==> config.mk <==
export PLATFORM = sky130hd
export DESIGN_NAME = lat_ctrl
export DESIGN_NICKNAME = d
export VERILOG_FILES = /design/src/hdl/life_automaton_torus_step_core_assert.svh /design/src/hdl/lat_pkg.sv /design/src/hdl/lat_ctrl.sv
export SDC_FILE = /design/constraint.sdc
export NUM_CORES = 1
export LEC_CHECK = 0
export BUFFER_PORTS_ARGS = -buffer_cell sky130_fd_sc_hd__buf_4
export CORE_AREA = 3 3 40 42
export CTS_CLUSTER_SIZE = 14
export DETAILED_ROUTE_END_ITERATION = 8
export DIE_AREA = 0 0 43 45
export PLACE_DENSITY = 0.44
export SYNTH_ARGS = -nofsm -noshare
export SYNTH_HDL_FRONTEND = slang
export SYNTH_SLANG_ARGS = --single-unit
==> constraint.sdc <==
create_clock -name clk -period 3.35 [get_ports clk]
set_input_delay 0.335 -clock clk [delete_from_list [all_inputs] [get_ports clk]]
set_output_delay 0.335 -clock clk [all_outputs]
set_load 0.1 [all_outputs]
==> src/hdl/life_automaton_torus_step_core_assert.svh <==
// assertion macros for the life automaton core
`ifndef LIFE_AUTOMATON_TORUS_STEP_CORE_ASSERT_SVH
`define LIFE_AUTOMATON_TORUS_STEP_CORE_ASSERT_SVH
`ifndef SYNTHESIS
// same-cycle implication
`define LAT_ASSERT_IMPL(label, clk_sig, rst_sig, ante, cons) \
    label: assert property (@(posedge clk_sig) disable iff (!rst_sig) (ante) |-> (cons)) \
        else $error("same-cycle implication failed");
// next-cycle implication
`define LAT_ASSERT_NEXT(label, clk_sig, rst_sig, ante, cons) \
    label: assert property (@(posedge clk_sig) disable iff (!rst_sig) (ante) |=> (cons)) \
        else $error("next-cycle implication failed");
`else
`define LAT_ASSERT_IMPL(label, clk_sig, rst_sig, ante, cons)
`define LAT_ASSERT_NEXT(label, clk_sig, rst_sig, ante, cons)
`endif
`endif

==> src/hdl/lat_pkg.sv <==
package lat_pkg;

    localparam int ROW_W     = 64;
    localparam int CMD_W     = 2;
    localparam int ROW_NUM_W = 6;
    localparam int SIZE_W    = 7;

    localparam int MAX_SIDE_DEFAULT = 64;

    localparam logic [SIZE_W-1:0] GRID_SIZE_RESET = 7'd64;
    localparam logic [SIZE_W-1:0] MIN_SIDE        = 7'd3;

    localparam logic [3:0] BIRTH_COUNT   = 4'd3;
    localparam logic [3:0] SURVIVE_COUNT = 4'd2;

    typedef enum logic [CMD_W-1:0] {
        CMD_LOAD = 2'd0,
        CMD_STEP = 2'd1,
        CMD_READ = 2'd2
    } cmd_t;

    typedef enum logic [2:0] {
        ST_IDLE,
        ST_STEP_FIRST,
        ST_STEP_LAST,
        ST_STEP_ROW,
        ST_FINISH
    } state_t;

    // read address source
    typedef enum logic [1:0] {
        RD_ITEM,
        RD_LAST,
        RD_ONE,
        RD_AHEAD
    } rd_sel_t;

    typedef struct packed {
        logic    accept;
        logic    rd_en;
        rd_sel_t rd_sel;
        logic    first_cap;
        logic    last_cap;
        logic    row_write;
        logic    result_load;
    } ctl_cmd_t;

    typedef struct packed {
        logic item_step;
        logic row_last;
        logic out_free;
    } dp_status_t;

    // one generation of one row, all columns in parallel, torus wrap at last_col
    function automatic logic [ROW_W-1:0] next_row(
        input logic [ROW_W-1:0]     up,
        input logic [ROW_W-1:0]     mid,
        input logic [ROW_W-1:0]     down,
        input logic [ROW_NUM_W-1:0] last_col,
        input logic [ROW_W-1:0]     mask
    );
        logic [ROW_W-1:0]     res;
        logic [ROW_NUM_W-1:0] w;
        logic [ROW_NUM_W-1:0] e;
        logic [3:0]           cnt;
        res = '0;
        for (int j = 0; j < ROW_W; j++)
        begin
            w = (j == 0) ? last_col : ROW_NUM_W'(j - 1);
            e = (ROW_NUM_W'(j) == last_col) ? '0 : ROW_NUM_W'(j + 1);
            cnt = {3'b000, up[w]}   + {3'b000, up[j]}   + {3'b000, up[e]}
                + {3'b000, mid[w]}                      + {3'b000, mid[e]}
                + {3'b000, down[w]} + {3'b000, down[j]} + {3'b000, down[e]};
            res[j] = mask[j] & ((cnt == BIRTH_COUNT) || (mid[j] && (cnt == SURVIVE_COUNT)));
        end
        return res;
    endfunction

endpackage

==> src/hdl/lat_ctrl.sv <==
module lat_ctrl (
    input  logic                 clk,
    input  logic                 rst_n,
    input  logic                 in_valid,
    output logic                 in_ready,
    input  lat_pkg::dp_status_t  dp_status,
    output lat_pkg::ctl_cmd_t    ctl
);
    import lat_pkg::*;

    state_t state_reg;
    state_t state_next;

    // state register
    always_ff @(posedge clk or negedge rst_n)
    begin
        if (!rst_n)
        begin
            state_reg <= ST_IDLE;
        end
        else
        begin
            state_reg <= state_next;
        end
    end

    // next state and datapath commands
    always_comb
    begin
        state_next = state_reg;
        ctl        = '0;
        ctl.rd_sel = RD_ITEM;
        in_ready   = 1'b0;
        unique case (state_reg)
            ST_IDLE:
            begin
                in_ready = 1'b1;
                if (in_valid)
                begin
                    ctl.accept = 1'b1;
                    ctl.rd_en  = 1'b1;
                    state_next = dp_status.item_step ? ST_STEP_FIRST : ST_FINISH;
                end
            end
            ST_STEP_FIRST:
            begin
                ctl.first_cap = 1'b1;
                ctl.rd_en     = 1'b1;
                ctl.rd_sel    = RD_LAST;
                state_next    = ST_STEP_LAST;
            end
            ST_STEP_LAST:
            begin
                ctl.last_cap = 1'b1;
                ctl.rd_en    = 1'b1;
                ctl.rd_sel   = RD_ONE;
                state_next   = ST_STEP_ROW;
            end
            ST_STEP_ROW:
            begin
                ctl.row_write = 1'b1;
                ctl.rd_en     = 1'b1;
                ctl.rd_sel    = RD_AHEAD;
                if (dp_status.row_last)
                begin
                    state_next = ST_FINISH;
                end
            end
            ST_FINISH:
            begin
                if (dp_status.out_free)
                begin
                    ctl.result_load = 1'b1;
                    state_next      = ST_IDLE;
                end
            end
            default:
            begin
                state_next = ST_IDLE;
            end
        endcase
    end
endmodule

==> impl_results.md, run 1 <==
* Status: finished clean
* Delay of the slowest critical-path stage at 520 ps
* Residual DRC count at 0
* Initial core utilization at 0.1928
* Sequential area share after synthesis at 0.3030
* Combined area of the multi-input logic cells at 137.6 um2
* Synthesized instance count at 25
* Number of warning messages in the yosys log at 0
* CP endpoint: ctl[2]
* Max FFs per register at 3
* Depth of the worst register-to-register path at 2
* Sum of routed wire length over all layers at 587 um
* Die height at 45 um
* Global-route total usage across every layer at 0.06250
* Via count of the first global-routing pass at 232
* Register area at 75.07 um2
* Worst-margin pin slew at 367.9 ps
* Final critical path time including I/O delays and setup at 1819 ps
* WP data required at 3010 ps
* Placed wire-length estimate at 463.8 um
* Count of inserted antenna diode cells at 0
* Antenna-violating nets left at 0
* Area of the die at 1935 um2
* Clk buf depth at 2
* Slew Limit Fails at 0
* H-tree levels at 1
* I/O pin total at 15
* Maximum number of pins on one net before global-route repair at 12
* First-pass iteration count of the detailed router at 1
* Clock buffers created by TritonCTS at 3
* Fin. Hold Viols at 0
* Synthesized net count at 31
* Final core area utilization at 0.2931
* Total of endpoints with negative setup slack in the final report at 0
* Synth Register Bits at 3
* Largest cells by area after synthesis: dfrtp_1 30%, buf_6 14%, nor4b_4 9.6%, nor2b_1 7.6%, and2_1 5.1%
* Non-Filler Instances at 56
* Reg2Reg Launch Point: state_reg[1]$_DFFE_PN0P_
* Synth unique cells at 16
* Worst setup path startpoint: state_reg[1]$_DFFE_PN0P_
* Worst Skew at 0.1641 ps
* Levels on crit path at 3
* Max-cap viol count at 0
* Critical path buffer and inverter count at 1
* Placed insts at 51
* Clock insertion delay at the later pin of the skew report at 230 ps
* Portion of synthesized cell area occupied by the leading cell type at 0.3030
* Number of filler instances in the final layout at 155
* Post-placement cell area at 340.3 um2
* Final instance area at 376.6 um2
* Hold WC Path Type: in -> reg
* Synthesized area per cell at 9.910 um2
* Headroom to the max-slew limit at 0.7548
* Vias/cell at 4.250
* Cell area after synthesis at 247.7 um2
* Number of DRC violations after detailed-routing iteration 0 at 0
* Arr. time, crit path at 1480 ps
* Portion of the clock cycle consumed by the worst path in the final layout at 0.5430
* Number of core rows at 13
* Fin Setup TNS at 0 ps
* CTS tree: done
* Total overflow reported by the global router at 0
* Gate family responsible for the most delay along the worst path: flip-flops
* Clock sink count at 3
* Cell with the biggest individual delay on the critical path: dfrtp_1
* Kind of start point of the critical path: flop
* Maximum fanout along the worst path at 9
* Cell Chain, Critical Path: nor2b_1 > nor2b_2 > buf_4
* Final weighted congestion in routability-driven placement at 0.7212
* CTS Root Cell: clkbuf_4
* WL per Instance at 10.48 um
* Wire length of the first global-routing pass at 917 um
* Setup CP Type: reg -> out
* CP Capture Type: output pin
* Clock slew seen by the registers of the worst setup and hold paths at 40 ps
* Capturing point of the worst reg2reg path: state_reg[2]$_DFFE_PN0P_
* Proportion of layout cells with a drive suffix above 1 at 0.4634
* Via count at 238
* Library cell with the largest summed area after synthesis: dfrtp_1
* Die W at 43 um
* Achievable Freq at 549.7 MHz
* Unrepaired setup endpoints after global routing: false
* Post-layout nets at 48
* Initial antenna violation count at 0
* Setup slack of the worst register-to-register path at 2190 ps
* Setup Buffers After CTS at 0
* Core Box Area at 1285 um2
* Count of port buffers added during placement at 14
* Layout overhead on the synthesized area at 52.02%
==> Yosys cell counts <==
master and instances:
a211oi_1 1, a21bo_1 1, a21oi_1 1, a221o_1 1, and2_1 2, and2b_1 1, and3_1 1, buf_6 3
dfrtp_1 3, inv_1 1, nand3b_1 1, nor2_1 2, nor2b_1 3, nor3_1 2, nor4b_1 1, nor4b_4 1
==> timing repair <==
item / 4_1_cts / 5_1_grt
gates resized for setup: 0 / 0
hold buffers: 1 / 0
endpoints found under the setup margin: 0 / 0
hold endpoints to repair: 3 / 0
==> per-layer routing <==
metal | GRT usage | part of all wire | vias up
met3 | 0.007968 | 0.090 | 0
met2 | 0.1108 | 0.51 | 9
met1 | 0.06522 | 0.39 | 112
li1 | - | - | 117
met4 | 0.05422 | 0 | 0
met5 | 0 | 0 | -
==> worst min-delay path by stage <==
stage	start	endpoint	cells after the start
after floorplan	rst_n	state_reg[0]$_DFFE_PN0P_	0
after global placement	rst_n	state_reg[0]$_DFFE_PN0P_	1
after detailed placement	rst_n	state_reg[2]$_DFFE_PN0P_	1
after CTS	dp_status[1]	state_reg[0]$_DFFE_PN0P_	3
after global routing	dp_status[1]	state_reg[0]$_DFFE_PN0P_	3
final	dp_status[1]	state_reg[0]$_DFFE_PN0P_	3
==> per-stage QoR <==
step / worst slack [ps] / hold WS, ps
after global routing: 1397 / 411.7
after detailed placement: 1762 / 125.7
after global placement: 1808 / 124.3
final: 1531 / 381.1
after floorplan: 50.90 / 39.41
after CTS: 1505 / 383.9
==> cells in the final DEF (no fill, tap or decap) <==
cell and count:
buf_4 14, clkbuf_4 3, dfrtp_1 3, nor2b_1 2
and2_1 2, nor3_1 2, nor2_1 2, nor2b_2 1
and2b_1 1, nor4b_4 1, and3_1 1, inv_1 1
nor4b_1 1, a221o_1 1, a21bo_1 1, nand3b_1 1
a21oi_1 1, a211oi_1 1, clkbuf_1 1, dlygate4sd3_1 1
==> kinds of logic after synthesis <==
| group | after synthesis | share of synthesized area |
|---|---|---|
| and+or+nand+nor | 14 | 0.4142 |
| DFF | 3 | 0.3030 |
| AOI/OAI and AO/OA | 4 | 0.1313 |
| buffers and inverters | 4 | 0.1515 |
==> area by class of cell <==
type / instances / share of cell area
clock buffer: 4 / 0.06977
tap: 15 / 0.04983
multi-input combinational: 18 / 0.3654
sequential: 3 / 0.1993
timing repair buffer: 15 / 0.3056
inverter: 1 / 0.009967
==> worst register-to-register path: stages, from the launching register on <==
cell     delay (ps)
dfrtp_1         480
nor2b_1         210
a221o_1         340
Power of run 1 is not shown: default switching activity piles up to over one toggle a cycle in this logic, so the estimate is an artifact.
==> inputs of run 2 (changes only) <==
==> constraint.sdc (replaced) <==
create_clock -name clk -period 1.7 [get_ports clk]
set_input_delay 0.17 -clock clk [delete_from_list [all_inputs] [get_ports clk]]
set_output_delay 0.17 -clock clk [all_outputs]
set_load 0.1 [all_outputs]
==> run 2 against run 1 <==
  * First-iteration DRC count rose by 1
  * Final cell count did not move
  * Clock skew rose by 1.6 ps
  * Sequential share of layout area fell by 1.3 points
  * Routed wire length fell by 2.2%
  * Highest routed layer unchanged
  * Global-route usage rose by 1.7 points
  * Cell area rose by 10%
  * Via count fell by 2.5%
  * Clock-buffer cell count did not move
  * Largest cell class unchanged
==> impl_results.md, run 2 (same netlist as run 1, synthesis figures left out) <==
* Status: finished clean
* Fin Setup TNS at 0 ps
* Max-cap viol count at 0
* Kind of start point of the critical path: flop
* Maximum fanout along the worst path at 9
* Clock slew seen by the registers of the worst setup and hold paths at 40 ps
* Die W at 43 um
* Fin. Hold Viols at 0
* Sum of routed wire length over all layers at 574 um
* Die height at 45 um
* Maximum number of pins on one net before global-route repair at 12
* Clock buffers created by TritonCTS at 3
* Worst Skew at 1.731 ps
* Number of core rows at 13
* Setup CP Type: reg -> out
* Slew Limit Fails at 0
* Count of port buffers added during placement at 14
* Area of the die at 1935 um2
* Core Box Area at 1285 um2
* Hold WC Path Type: in -> reg
* Clock insertion delay at the later pin of the skew report at 230 ps
* Non-Filler Instances at 56
* Number of filler instances in the final layout at 141
* WP data required at 1530 ps
* WL per Instance at 10.25 um
* CTS Root Cell: clkbuf_4
* Terminating pin of the worst hold path: state_reg[0]$_DFFE_PN0P_
* Via count at 232
* Capturing point of the worst reg2reg path: state_reg[2]$_DFFE_PN0P_
* Post-layout nets at 48
* Via count of the first global-routing pass at 267
* Layout overhead on the synthesized area at 67.68%
* Antenna-violating nets left at 0
* Clock sink count at 3
* Portion of the clock cycle consumed by the worst path in the final layout at 0.9319
* Most used cells in the layout excluding fill and tap cells: 13 x buf_4, 3 x nor2b_4, 3 x clkbuf_4
* Residual DRC count at 0
* Final weighted congestion in routability-driven placement at 0.6990
* I/O pin total at 15
* Final core area utilization at 0.3233
* Headroom to the max-slew limit at 0.7384
* Reg2Reg Launch Point: state_reg[2]$_DFFE_PN0P_
* Arr. time, crit path at 1410 ps
* CTS tree: done
* First-pass iteration count of the detailed router at 3
* Placed insts at 51
* Total of endpoints with negative setup slack in the final report at 0
* Vias/cell at 4.143
* Depth of the worst register-to-register path at 2
* Wire length of the first global-routing pass at 1090 um
* CP Capture Type: output pin
* Most common cell after layout, fill and taps aside: buf_4
* Achievable Freq at 631.2 MHz
* Hold path startpoint: dp_status[1]
* Final critical path time including I/O delays and setup at 1584 ps
* Proportion of layout cells with a drive suffix above 1 at 0.6585
* Setup slack of the worst register-to-register path at 560 ps
* Max FFs per register at 3
* Global-route total usage across every layer at 0.07937
* Clk buf depth at 2
* H-tree levels at 1
* Worst-margin pin slew at 392.4 ps
* Initial antenna violation count at 0
* Unrepaired setup endpoints after global routing: false
* Initial core utilization at 0.1928
* Number of DRC violations after detailed-routing iteration 0 at 1
* Total overflow reported by the global router at 0
* Count of inserted antenna diode cells at 0
* Hold Path Cell Cnt at 3
-- run 2: how the worst max path moves through the flow --
stage	from	endpoint	cells after the start
after CTS	state_reg[1]$_DFFE_PN0P_	ctl[2]	3
after global routing	state_reg[2]$_DFFE_PN0P_	ctl[7]	2
after detailed placement	state_reg[1]$_DFFE_PN0P_	ctl[2]	3
final	state_reg[2]$_DFFE_PN0P_	ctl[7]	2
after floorplan	state_reg[2]$_DFFE_PN0P_	state_reg[2]$_DFFE_PN0P_	3
after global placement	state_reg[1]$_DFFE_PN0P_	ctl[2]	3
-- run 2: through the flow --
| step | setup WS [ps] | area, um2 | hold WS (ps) |
|---|---|---|---|
| after floorplan | -278.6 | 282.8 | -125.6 |
| after global placement | 277.0 | 372.9 | -41.05 |
| after detailed placement | 268.9 | 372.9 | -39.92 |
| after CTS | 12.27 | 409.1 | 209.8 |
| after global routing | 41.34 | 415.4 | 230.2 |
| final | 115.8 | 415.4 | 214.1 |
-- run 2: layout make-up --
cell class	instances	area, um2	share of cell area
Multi-Input combinational cell	18	170.2	0.4096
Timing Repair Buffer	15	118.9	0.2861
Sequential cell	3	77.57	0.1867
Clock buffer	4	26.28	0.06325
Tap cell	15	18.77	0.04518
Inverter	1	3.754	0.009036
-- run 2: timing repair --
item,in CTS,in global routing
resized for setup,0,3
endpoints found under the setup margin,0,3
hold endpoints to repair,3,0
buffers inserted,0,0
hold buffers,1,0
-- run 2: critical path: stages, from the launching register on --
cell     delay, ps
dfrtp_1        510
nor4b_4        340
buf_4          330
-- run 2: routing by layer --
metal | global-route usage | wire, um | part of all wire | up-vias
li1 | - | - | - | 119
met1 | 0.08759 | 242 | 0.42 | 103
met5 | 0 | 0 | 0 | -
met4 | 0.07229 | 0 | 0 | 0
met3 | 0.03586 | 56 | 0.098 | 0
met2 | 0.1138 | 275 | 0.48 | 10
Power of run 2 is left out for the same reason.
==> inputs of run 3 (changes only) <==
--- a/config.mk
+++ b/config.mk
@@ -7,6 +7,7 @@
 export LEC_CHECK = 0
 export BUFFER_PORTS_ARGS = -buffer_cell sky130_fd_sc_hd__buf_4
 export CORE_AREA = 3 3 40 42
+export CTS_BUF_LIST = sky130_fd_sc_hd__clkbuf_4
 export CTS_CLUSTER_SIZE = 14
 export DETAILED_ROUTE_END_ITERATION = 8
 export DIE_AREA = 0 0 43 45
==> run 3 against run 2 <==
  * Hold slack improved by 1.1 ps
  * Sequential share of layout area decreased by 0.17 points
  * First-iteration DRC count unchanged
  * Global-route usage unchanged
  * Setup slack got worse by 3.4 ps
==> impl_results.md, run 3 (same netlist as run 1, synthesis figures left out) <==
* Unrepaired setup endpoints after global routing: false
* First-pass iteration count of the detailed router at 2
* I/O pin total at 15
* Global-route total usage across every layer at 0.07937
* Depth of the worst register-to-register path at 2
* Most used cells in the layout excluding fill and tap cells: 13 x buf_4, 4 x clkbuf_4, 3 x nor2b_4
* Headroom to the max-slew limit at 0.7336
* Total of endpoints with negative setup slack in the final report at 0
* H-tree levels at 1
* Die height at 45 um
* Proportion of layout cells with a drive suffix above 1 at 0.6829
* Hold Path Cell Cnt at 3
* Most common cell after layout, fill and taps aside: buf_4
* Register area at 77.57 um2
* Setup slack of the worst register-to-register path at 550 ps
* Post-layout nets at 48
* Sum of routed wire length over all layers at 572 um
* Fin. Hold Viols at 0
* Setup CP Type: reg -> out
* Clock sink count at 3
* Kind of start point of the critical path: flop
* Clk buf depth at 2
* Portion of the clock cycle consumed by the worst path in the final layout at 0.9339
* Total overflow reported by the global router at 0
* Max FFs per register at 3
* CTS tree: done
* Maximum number of pins on one net before global-route repair at 12
* Capturing point of the worst reg2reg path: state_reg[2]$_DFFE_PN0P_
* Combined area of the multi-input logic cells at 170.2 um2
* Slew Limit Fails at 0
* Number of core rows at 13
* Worst Skew at 2.040 ps
* Maximum fanout along the worst path at 9
* Vias/cell at 4.268
* Count of port buffers added during placement at 14
* Antenna-violating nets left at 0
* Core Box Area at 1285 um2
* Final weighted congestion in routability-driven placement at 0.6990
* Layout overhead on the synthesized area at 69.19%
* Reg2Reg Launch Point: state_reg[2]$_DFFE_PN0P_
* Via count of the first global-routing pass at 267
* Terminating pin of the worst hold path: state_reg[0]$_DFFE_PN0P_
* Hold WC Path Type: in -> reg
* Worst slack on hold paths at 215.2 ps
* Clock insertion delay at the later pin of the skew report at 230 ps
* CP Capture Type: output pin
* Hold path startpoint: dp_status[1]
* Number of DRC violations after detailed-routing iteration 0 at 1
* Status: finished clean
* CTS Root Cell: clkbuf_4
* Area of the die at 1935 um2
* Number of filler instances in the final layout at 141
* Initial core utilization at 0.1928
* Residual DRC count at 0
* Initial antenna violation count at 0
* WP data required at 1530 ps
* Arr. time, crit path at 1420 ps
* Clock slew seen by the registers of the worst setup and hold paths at 40 ps
* Clock buffers created by TritonCTS at 3
* Wire length of the first global-routing pass at 1090 um
* Final critical path time including I/O delays and setup at 1588 ps
* WL per Instance at 10.21 um
* Worst-margin pin slew at 399.5 ps
* Achievable Freq at 629.9 MHz
* Count of inserted antenna diode cells at 0
* Die W at 43 um
* Max-cap viol count at 0
* Via count at 239
==> run 3: cell types whose count changed in the layout (fill, tap and decap cells not counted) <==
cell,previous run,this run
clkbuf_4,3,4
clkbuf_1,1,0
==> run 3: area by class of cell <==
type / instances / area share
Clock buffer: 4 / 0.07164
Timing Repair Buffer: 15 / 0.2836
Inverter: 1 / 0.008955
Sequential cell: 3 / 0.1851
Multi-Input combinational cell: 18 / 0.4060
Tap cell: 15 / 0.04478
==> run 3: worst max-delay path by stage <==
stage / slack (ps) / endpoint / from
final: 110 / ctl[7] / state_reg[2]$_DFFE_PN0P_
after global routing: 40 / ctl[7] / state_reg[2]$_DFFE_PN0P_
after CTS: 10 / ctl[2] / state_reg[1]$_DFFE_PN0P_
after detailed placement: 270 / ctl[2] / state_reg[1]$_DFFE_PN0P_
after global placement: 280 / ctl[2] / state_reg[1]$_DFFE_PN0P_
after floorplan: -280 / state_reg[2]$_DFFE_PN0P_ / state_reg[2]$_DFFE_PN0P_
==> run 3: repair_timing <==
item / CTS / global route
hold endpoints to repair: 3 / 0
hold buffers: 1 / 0
setup buffers: 0 / 0
gates resized for setup: 0 / 3
setup endpoints to repair: 0 / 3
==> run 3: through the flow <==
step                      setup TNS (ps)  instance area, um2  setup WS (ps)    util  instances
after floorplan                   -721.4               282.8         -278.6       -         25
after global placement                 0               372.9          277.0  0.2902         51
after detailed placement               0               372.9          268.9  0.2902         51
after CTS                              0               412.9          13.53  0.3213         56
after global routing                   0               419.2          41.43  0.3262         56
final                                  0               419.2          112.4  0.3262         56
==> run 3: critical path, stage by stage, from the launching register on <==
cell and delay [ps]:
dfrtp_1 510, nor4b_4 340, buf_4 330
==> run 3: layer usage <==
metal  up-vias  global-route usage  share of wire
li1        119                   -              -
met1       108             0.08759           0.41
met2        12              0.1138           0.48
met3         0             0.03586           0.10
met4         0             0.07229              0
met5         -                   0              0
Power of run 3 is left out for the same reason.
